<file path="src/sv/touch_packet_decoder_calibrated_defines.svh">
// assertion macros for the touch packet decoder
`ifndef TOUCH_PACKET_DECODER_CALIBRATED_DEFINES_SVH
`define TOUCH_PACKET_DECODER_CALIBRATED_DEFINES_SVH

// condition in the same cycle implies consequence in the same cycle
`define TPD_ASSERT_SAME(lbl, clk, rst_n, ante, cons, msg) \
	lbl: assert property (@(posedge clk) disable iff (!rst_n) (ante) |-> (cons)) else $error(msg);

// condition in this cycle implies consequence in the next cycle
`define TPD_ASSERT_NEXT(lbl, clk, rst_n, ante, cons, msg) \
	lbl: assert property (@(posedge clk) disable iff (!rst_n) (ante) |=> (cons)) else $error(msg);

`endif

</file>
<file path="src/sv/tpd_pkg.sv">
// shared types and constants for the touch packet decoder
package tpd_pkg;

	// byte framing
	localparam logic [7:0] LEAD_BYTE  = 8'h55;
	localparam logic [7:0] TOUCH_MASK = 8'h03;
	localparam int         CNT_W      = 4;

	// positions of the bytes used from a packet
	localparam logic [CNT_W-1:0] POS_STATUS = 4'd2;
	localparam logic [CNT_W-1:0] POS_X_LO   = 4'd3;
	localparam logic [CNT_W-1:0] POS_X_HI   = 4'd4;
	localparam logic [CNT_W-1:0] POS_Y_LO   = 4'd5;
	localparam logic [CNT_W-1:0] POS_Y_HI   = 4'd6;

	// datapath widths
	localparam int SIZE_W  = 13;
	localparam int COORD_W = 16;
	localparam int SCALE_W = 17;
	localparam int MUL_W   = 18;
	localparam int PROD_W  = 2 * MUL_W;
	localparam int DIV_W   = 35;
	localparam int DCNT_W  = 6;
	localparam int CFG_W   = 32;
	localparam int IDX_W   = 3;

	// configuration register indexes
	typedef enum logic [IDX_W-1:0] {
		REG_SCREEN_WIDTH      = 3'd0,
		REG_SCREEN_HEIGHT     = 3'd1,
		REG_CAL_ENABLE        = 3'd2,
		REG_CAL_TOUCH_FIRST   = 3'd3,
		REG_CAL_SCREEN_FIRST  = 3'd4,
		REG_CAL_TOUCH_SECOND  = 3'd5,
		REG_CAL_SCREEN_SECOND = 3'd6
	} cfg_reg_t;

	// sequencer states
	typedef enum logic [3:0] {
		S_COLLECT,
		S_SCALE_X,
		S_SCALE_Y,
		S_SCALE_END,
		S_CAL_A,
		S_CAL_B,
		S_CAL_C,
		S_DIV,
		S_CAL_END,
		S_OUT
	} state_t;

endpackage

</file>
<file path="src/sv/touch_packet_decoder_calibrated.sv">
// touch packet decoder: framing, scaling, two-point calibration on one shared multiplier
// bytes are taken one per cycle while collecting; after the last byte of a packet that
// changes the touch state, both axes are scaled and, with calibration, two products
// and a 35-step restoring divide per axis are formed before the item is offered.
// input is not accepted during that work; a pending result does not stall collection.
// arst_n clears control state, config registers go to width=height=4096, others 0.
`include "touch_packet_decoder_calibrated_defines.svh"

module touch_packet_decoder_calibrated #(
	parameter int PACKET_BYTES = 10
) (
	input  logic                         clk,
	input  logic                         arst_n,
	// configuration write port
	input  logic                         cfg_wr_en,
	input  logic [tpd_pkg::IDX_W-1:0]    cfg_index,
	input  logic [tpd_pkg::CFG_W-1:0]    cfg_wdata,
	// byte input
	input  logic                         s_axis_tvalid,
	output logic                         s_axis_tready,
	input  logic [7:0]                   s_axis_tdata,  // rx_byte [7:0]
	// result output
	output logic                         m_axis_tvalid,
	input  logic                         m_axis_tready,
	output logic [39:0]                  m_axis_tdata   // touched [0], pos_x [16:1],
	                                                    // pos_y [32:17], zero [39:33]
);
	import tpd_pkg::*;

	// configuration registers
	logic [SIZE_W-1:0] screen_width_q, screen_height_q;
	logic              cal_enable_q;
	logic [CFG_W-1:0]  cal_touch_first_q, cal_screen_first_q;
	logic [CFG_W-1:0]  cal_touch_second_q, cal_screen_second_q;

	// control state
	state_t             state_q, state_d;
	logic [CNT_W-1:0]   byte_cnt_q;
	logic               last_touch_q;
	logic               sel_y_q;
	logic [DCNT_W-1:0]  div_cnt_q;
	logic               out_valid_q;

	// payload registers
	logic [7:0]               status_q, x_lo_q, x_hi_q, y_lo_q, y_hi_q;
	logic                     touch_q;
	logic [SCALE_W-1:0]       scaled_x_q, scaled_y_q;
	logic signed [PROD_W-1:0] prod_q, acc_q;
	logic [DIV_W-1:0]         quo_q;
	logic [COORD_W-1:0]       rem_q, dvs_q;
	logic                     neg_q;
	logic [COORD_W-1:0]       res_x_q, res_y_q;
	logic                     out_touch_q;
	logic [COORD_W-1:0]       out_x_q, out_y_q;

	// decode
	logic                     in_fire, last_byte, pkt_touch, cal_on, out_load;
	logic [COORD_W-1:0]       t0, t1, s0, s1;
	logic [SCALE_W-1:0]       scaled_sel;
	logic signed [SCALE_W-1:0] den, sdiff;
	logic signed [MUL_W-1:0]  mul_a, mul_b, pos_off;
	logic signed [PROD_W-1:0] prod, num;
	logic [PROD_W-1:0]        num_mag;
	logic [SCALE_W-1:0]       den_mag;
	logic [COORD_W+1:0]       trial;
	logic [COORD_W:0]         shifted;
	logic [COORD_W-1:0]       quo_sat, scale_sat_y;

	// saturate a non-negative scaled value to the signed output range
	function automatic logic [COORD_W-1:0] sat_pos(input logic [SCALE_W-1:0] v);
		if (v > SCALE_W'(32767)) begin
			sat_pos = 16'h7fff;
		end else begin
			sat_pos = v[COORD_W-1:0];
		end
	endfunction

	// handshake terms
	assign in_fire   = s_axis_tvalid && s_axis_tready;
	assign last_byte = (byte_cnt_q == CNT_W'(PACKET_BYTES - 1));
	assign pkt_touch = |(status_q & TOUCH_MASK);
	assign out_load  = (state_q == S_OUT) && (!out_valid_q || m_axis_tready);
	assign cal_on    = cal_enable_q
		&& (cal_touch_first_q[15:0] != cal_touch_second_q[15:0])
		&& (cal_touch_first_q[31:16] != cal_touch_second_q[31:16]);

	// per-axis calibration operands
	assign t0         = sel_y_q ? cal_touch_first_q[31:16]   : cal_touch_first_q[15:0];
	assign t1         = sel_y_q ? cal_touch_second_q[31:16]  : cal_touch_second_q[15:0];
	assign s0         = sel_y_q ? cal_screen_first_q[31:16]  : cal_screen_first_q[15:0];
	assign s1         = sel_y_q ? cal_screen_second_q[31:16] : cal_screen_second_q[15:0];
	assign scaled_sel = sel_y_q ? scaled_y_q : scaled_x_q;
	assign den        = $signed({1'b0, t1}) - $signed({1'b0, t0});
	assign sdiff      = $signed({1'b0, s1}) - $signed({1'b0, s0});
	assign pos_off    = $signed({1'b0, scaled_sel}) - $signed({2'b00, t0});

	// next state
	always_comb begin
		state_d = state_q;
		unique case (state_q)
			S_COLLECT: begin
				if (in_fire && last_byte && (pkt_touch != last_touch_q)) begin
					state_d = S_SCALE_X;
				end
			end
			S_SCALE_X:   state_d = S_SCALE_Y;
			S_SCALE_Y:   state_d = S_SCALE_END;
			S_SCALE_END: state_d = cal_on ? S_CAL_A : S_OUT;
			S_CAL_A:     state_d = S_CAL_B;
			S_CAL_B:     state_d = S_CAL_C;
			S_CAL_C:     state_d = S_DIV;
			S_DIV: begin
				if (div_cnt_q == DCNT_W'(DIV_W - 1)) begin
					state_d = S_CAL_END;
				end
			end
			S_CAL_END:   state_d = sel_y_q ? S_OUT : S_CAL_A;
			S_OUT: begin
				if (out_load) begin
					state_d = S_COLLECT;
				end
			end
			default:     state_d = S_COLLECT;
		endcase
	end

	// outputs of the sequencer: ready and shared multiplier operands
	always_comb begin
		s_axis_tready = (state_q == S_COLLECT);
		mul_a = '0;
		mul_b = '0;
		unique case (state_q)
			S_SCALE_X: begin
				mul_a = $signed({2'b00, x_hi_q, x_lo_q});
				mul_b = $signed({5'b0, screen_width_q});
			end
			S_SCALE_Y: begin
				mul_a = $signed({2'b00, y_hi_q, y_lo_q});
				mul_b = $signed({5'b0, screen_height_q});
			end
			S_CAL_A: begin
				mul_a = $signed({2'b00, s0});
				mul_b = MUL_W'(den);
			end
			S_CAL_B: begin
				mul_a = MUL_W'(sdiff);
				mul_b = pos_off;
			end
			default: begin
				mul_a = '0;
				mul_b = '0;
			end
		endcase
	end

	// shared multiplier
	assign prod = PROD_W'(mul_a) * PROD_W'(mul_b);

	// numerator, magnitudes and one restoring divide step
	assign num     = acc_q + prod_q;
	assign num_mag = num[PROD_W-1] ? PROD_W'(-num) : PROD_W'(num);
	assign den_mag = den[SCALE_W-1] ? SCALE_W'(-den) : SCALE_W'(den);
	assign shifted = {rem_q, quo_q[DIV_W-1]};
	assign trial   = {1'b0, shifted} - {2'b00, dvs_q};

	// signed saturation of the quotient
	always_comb begin
		if (neg_q) begin
			if (quo_q > DIV_W'(32768)) begin
				quo_sat = 16'h8000;
			end else begin
				quo_sat = 16'(16'd0 - quo_q[COORD_W-1:0]);
			end
		end else begin
			if (quo_q > DIV_W'(32767)) begin
				quo_sat = 16'h7fff;
			end else begin
				quo_sat = quo_q[COORD_W-1:0];
			end
		end
	end

	assign scale_sat_y = sat_pos(prod_q[SCALE_W+11:12]);

	// configuration registers
	always_ff @(posedge clk or negedge arst_n) begin
		if (!arst_n) begin
			screen_width_q      <= 13'd4096;
			screen_height_q     <= 13'd4096;
			cal_enable_q        <= 1'b0;
			cal_touch_first_q   <= '0;
			cal_screen_first_q  <= '0;
			cal_touch_second_q  <= '0;
			cal_screen_second_q <= '0;
		end else if (cfg_wr_en) begin
			unique case (cfg_reg_t'(cfg_index))
				REG_SCREEN_WIDTH:      screen_width_q      <= cfg_wdata[SIZE_W-1:0];
				REG_SCREEN_HEIGHT:     screen_height_q     <= cfg_wdata[SIZE_W-1:0];
				REG_CAL_ENABLE:        cal_enable_q        <= cfg_wdata[0];
				REG_CAL_TOUCH_FIRST:   cal_touch_first_q   <= cfg_wdata;
				REG_CAL_SCREEN_FIRST:  cal_screen_first_q  <= cfg_wdata;
				REG_CAL_TOUCH_SECOND:  cal_touch_second_q  <= cfg_wdata;
				REG_CAL_SCREEN_SECOND: cal_screen_second_q <= cfg_wdata;
				default: ;
			endcase
		end
	end

	// control registers
	always_ff @(posedge clk or negedge arst_n) begin
		if (!arst_n) begin
			state_q      <= S_COLLECT;
			byte_cnt_q   <= '0;
			last_touch_q <= 1'b0;
			sel_y_q      <= 1'b0;
			div_cnt_q    <= '0;
			out_valid_q  <= 1'b0;
		end else begin
			state_q <= state_d;
			// packet framing
			if (in_fire) begin
				if (byte_cnt_q == '0 && s_axis_tdata != LEAD_BYTE) begin
					byte_cnt_q <= '0;
				end else if (last_byte) begin
					byte_cnt_q <= '0;
					if (pkt_touch != last_touch_q) begin
						last_touch_q <= pkt_touch;
					end
				end else begin
					byte_cnt_q <= byte_cnt_q + 1'b1;
				end
			end
			// axis select and divide step count
			if (state_q == S_SCALE_END) begin
				sel_y_q <= 1'b0;
			end else if (state_q == S_CAL_END) begin
				sel_y_q <= 1'b1;
			end
			if (state_q == S_CAL_C) begin
				div_cnt_q <= '0;
			end else if (state_q == S_DIV) begin
				div_cnt_q <= div_cnt_q + 1'b1;
			end
			// output register occupancy
			if (out_load) begin
				out_valid_q <= 1'b1;
			end else if (m_axis_tready) begin
				out_valid_q <= 1'b0;
			end
		end
	end

	// payload registers
	always_ff @(posedge clk) begin
		// keep only the bytes used from a packet
		if (in_fire) begin
			if (byte_cnt_q == POS_STATUS) status_q <= s_axis_tdata;
			if (byte_cnt_q == POS_X_LO)   x_lo_q   <= s_axis_tdata;
			if (byte_cnt_q == POS_X_HI)   x_hi_q   <= s_axis_tdata;
			if (byte_cnt_q == POS_Y_LO)   y_lo_q   <= s_axis_tdata;
			if (byte_cnt_q == POS_Y_HI)   y_hi_q   <= s_axis_tdata;
			if (last_byte)                touch_q  <= pkt_touch;
		end
		prod_q <= prod;
		unique case (state_q)
			S_SCALE_Y: scaled_x_q <= prod_q[SCALE_W+11:12];
			S_SCALE_END: begin
				scaled_y_q <= prod_q[SCALE_W+11:12];
				res_x_q    <= sat_pos(scaled_x_q);
				res_y_q    <= scale_sat_y;
			end
			S_CAL_B: acc_q <= prod_q;
			S_CAL_C: begin
				neg_q <= num[PROD_W-1] ^ den[SCALE_W-1];
				quo_q <= num_mag[DIV_W-1:0];
				rem_q <= '0;
				dvs_q <= den_mag[COORD_W-1:0];
			end
			S_DIV: begin
				if (!trial[COORD_W+1]) begin
					rem_q <= trial[COORD_W-1:0];
					quo_q <= {quo_q[DIV_W-2:0], 1'b1};
				end else begin
					rem_q <= shifted[COORD_W-1:0];
					quo_q <= {quo_q[DIV_W-2:0], 1'b0};
				end
			end
			S_CAL_END: begin
				if (sel_y_q) begin
					res_y_q <= quo_sat;
				end else begin
					res_x_q <= quo_sat;
				end
			end
			default: ;
		endcase
		if (out_load) begin
			out_touch_q <= touch_q;
			out_x_q     <= res_x_q;
			out_y_q     <= res_y_q;
		end
	end

	assign m_axis_tvalid = out_valid_q;
	assign m_axis_tdata  = {7'b0, out_y_q, out_x_q, out_touch_q};

	// checks
	`TPD_ASSERT_SAME(a_cnt_range, clk, arst_n, 1'b1, byte_cnt_q < CNT_W'(PACKET_BYTES), "byte count past packet end")
	`TPD_ASSERT_SAME(a_div_nonzero, clk, arst_n, state_q == S_DIV, dvs_q != '0 && div_cnt_q < DCNT_W'(DIV_W), "bad divide step")
	`TPD_ASSERT_NEXT(a_out_wait, clk, arst_n, state_q == S_OUT && out_valid_q && !m_axis_tready, state_q == S_OUT && out_valid_q, "result dropped while output busy")

endmodule

</file>
<file path="config.mk">
export PLATFORM = sky130hd
export DESIGN_NAME = touch_packet_decoder_calibrated
export DESIGN_NICKNAME = d
export VERILOG_FILES = /design/src/sv/tpd_pkg.sv /design/src/sv/touch_packet_decoder_calibrated.sv
export VERILOG_INCLUDE_DIRS = /design/src /design/src/sv
export SDC_FILE = /design/constraint.sdc
export NUM_CORES = 2
export LEC_CHECK = 0
export BUFFER_PORTS_ARGS = -buffer_cell sky130_fd_sc_hd__buf_4
export CORE_ASPECT_RATIO = 0.75
export CORE_MARGIN = 2
export CORE_UTILIZATION = 40
export CTS_CLUSTER_SIZE = 10
export DETAILED_ROUTE_END_ITERATION = 8
export PLACE_DENSITY = 0.58
export RECOVER_POWER = 25
export SLEW_MARGIN = 30
export SYNTH_ARGS = -nofsm -noshare
export SYNTH_HDL_FRONTEND = slang
export SYNTH_SLANG_ARGS = --single-unit
export TNS_END_PERCENT = 100
</file>
<file path="constraint.sdc">
create_clock -name clk -period 32.8 [get_ports clk]
set_clock_uncertainty 0.2 [all_clocks]
set_input_delay 3.28 -clock clk [delete_from_list [all_inputs] [get_ports clk]]
set_output_delay 3.28 -clock clk [all_outputs]
set_load 0.05 [all_outputs]
</file>
==> results_dict.tcl <==
set metrics [dict create \
    fmax_mhz 84.3 \
    coreArea_mm2 0.0881 \
    period_share 0.362 \
    dp.cells 4631 \
    port_buffers 82 \
    synth_cells 3460 \
    setup_tns_ns 0 \
    place_congestion 0.917 \
    dieArea_mm2 0.0917 \
    netlist_top_cells_area "edfxtp_1 (20%), fa_1 (18%), dfrtp_1 (12%), ha_1 (6.9%), mux2_2 (6.3%)" \
    synth_ff_type "edfxtp_1" \
    slew_headroom -1.16 \
    cts_tree "done" \
    areaGrowthSynthToFinish_pct 10.4 \
    synth.avg_cell_area_um2 10.3 \
    clock_path_buffers 3 \
    via_per_inst 5.43 \
    end_kind "register" \
    crit_path_start_kind "register" \
    max_stage_delay_ns 1.07 \
    final_nets 4102 \
    start_util 0.405 \
    nFillCells 8306 \
    totalWireLength_mm 97.8 \
    synth-edff-count 238 \
    worstPathArrival_ns 12.17 \
    cts_resized 0 \
    fin_crit_ns 11.86 \
    dr_total_vias 25700 \
    layoutNonFillerInstCount 4731 \
    hpwl_mm 76.3 \
    syn-cell-area_mm2 0.0357 \
    antenna_found_initial 4 \
    hold_viol 0 \
    drive_gt1_frac 0.130 \
    drt-pass1-iter-count 5 \
    multi_input_area_mm2 0.0214 \
    die_h_um 263 \
    synthArstFlopShare 0.386 \
    synth-seq-cells 446 \
    rows 94 \
    overflow 0 \
    setup_viol 0 \
    yosysWarnings 0 \
    cts_setup_buffers 0 \
    violations "capacitance limit, slew limit" \
    cp_max_fo 61 \
    drtIter0Drc 2167 \
    tightest_slew_ns 3.24 \
    path_common_cell "fa_1" \
    maxCapViolCount 3 \
    worst_path_max_delay_cell "dfrtp_1" \
    cts_buffers 53 \
    root_buffer "clkbuf_16" \
    hold_buffers 0 \
    critPathRequiredTime_ns 33.10 \
    grtUsageTotal 0.218 \
    grt_pass1_wl_mm 155 \
    htree_levels 2 \
    status "complete, but fails checks" \
    seq_area_mm2 0.0122 \
    drv_slew 106 \
    grt_max_degree 65 \
    min_path_type "reg2reg" \
    ant_nets 0 \
    cts.sinks 446 \
    rsz0062_at_grt "false" \
    drc 0 \
    grt_pass1_vias 25500 \
    fp.dieW_um 349 \
    clock_latency_ns 0.63 \
    yosysTopAreaCellShare 0.200 \
    synth_cell_type_count 90 \
    path_clk_slew_ns 0.06 \
    top_level_ports 90 \
    path_class "reg2reg" \
    ys_seq_area_frac 0.341 \
    wl_per_cell_um 20.7 \
    yosys.area.top_type "edfxtp_1" \
]
[cell type report]
type,instances,share of cell area
repair buffers,137,0.0260
well taps,1152,0.0365
multi-input cells,2429,0.543
inverters,467,0.0444
flip-flops and latches,446,0.309
diodes,1,0.0000634
clock inverters,8,0.00228
clock buffers,91,0.0394
[final timing paths]
path | slack, ns | startpoint | depth (start not counted) | endpoint
max | 20.94 | sel_y_q | 35 | prod_q[33]
min | 0.22 | res_x_q[4] | 0 | out_x_q[4]
max reg2reg | 20.94 | sel_y_q | 35 | prod_q[33]
min reg2reg | 0.22 | res_x_q[4] | 0 | out_x_q[4]
max in group asynchronous | 28.00 | arst_n | 3 | state_q[1]
min in group asynchronous | 2.38 | arst_n | 1 | cal_screen_first_q[14]
[through the flow]
step | hold slack [ns] | worst slack [ns] | util | instance area [µm²]
after floorplan | 0.200 | 22.33 | - | 35700
after global placement | 0.205 | 21.69 | 0.429 | 37800
after detailed placement | 0.205 | 21.55 | 0.429 | 37800
after CTS | 0.218 | 21.52 | 0.448 | 39500
after global routing | 0.225 | 20.24 | 0.448 | 39400
final | 0.218 | 20.94 | 0.448 | 39400
[cell usage after synthesis, types with 9 or more instances]
master,instances
a22oi_1,10
ha_1,196
or2_2,23
and3_1,23
fa_1,324
o21bai_1,18
nand2b_1,31
clkbuf_1,102
nor4_1,29
dfxtp_1,36
a21oi_1,120
a21o_1,51
a211oi_1,15
buf_4,9
mux2_2,201
a221oi_1,13
nor2_1,322
and2_1,18
and4_1,10
nor3_1,56
dfrtp_1,170
o31ai_1,13
or4_1,11
nand4_1,18
a211o_1,10
o21ai_0,106
nor2b_1,27
o211ai_1,20
edfxtp_1,238
mux2i_1,51
a21boi_0,10
o21ai_1,10
a31oi_1,27
inv_1,467
o21a_1,58
nand3_1,57
or3_1,38
nand2_1,241
xor2_1,72
xnor2_1,78
[layer usage]
metal	vias up	global-route usage	share of wire
li1	11900	-	-
met1	12900	0.345	0.50
met2	807	0.307	0.41
met3	97	0.0436	0.080
met4	0	0.0363	0.014
met5	-	0	0
[worst max-delay path: cells and delay by family, from the launching register on]
kind	cells	cell delay, ns
mux	1	0.53
xor+xnor	1	0.14
fa+ha+maj	8	3.77
flops	1	1.07
compound gates	14	3.69
simple gates	5	0.69
buf+inv	6	1.61
[kinds of logic (layout without fill, tap and decap cells)]
kind of cell,count (synthesis),count (layout),synth area share
simple gates,937,937,0.125
flops,446,446,0.341
compound gates,562,562,0.106
other cells,1,8,0.000105
buf+inv,591,703,0.0632
xor+xnor,151,151,0.0372
mux,252,252,0.0777
fa+ha+maj,520,520,0.250
[flip-flops by register name (all words and copies together), names as in the netlist, 16 cells and up]
signal / cells
acc_q: 36
prod_q: 36
quo_q: 35
cal_screen_first_q: 32
cal_screen_second_q: 32
cal_touch_first_q: 32
cal_touch_second_q: 32
scaled_x_q: 17
scaled_y_q: 17
dvs_q: 16
out_x_q: 16
out_y_q: 16
rem_q: 16
res_x_q: 16
res_y_q: 16
[cell usage in the layout (no fill, tap or decap), drive strengths merged, types with 15 or more instances in the layout]
cell type / instances
fa: 324
edfxtp: 238
nand3: 57
o211ai: 21
ha: 196
mux2i: 51
nor4: 29
o21ai: 118
or2: 26
nor3: 56
and3: 24
xnor2: 78
nor2: 322
nand2b: 31
dfrtp: 170
a211oi: 17
dfxtp: 36
xor2: 73
or3: 38
nand4: 19
o21bai: 18
a21o: 51
nor2b: 27
and2: 18
nand2: 241
inv: 467
buf: 133
a31oi: 27
o31ai: 15
o21a: 58
clkbuf: 95
a21oi: 121
mux2: 201
Power is not shown: default switching activity piles up to over one toggle a cycle in this logic, so the estimate is an artifact.
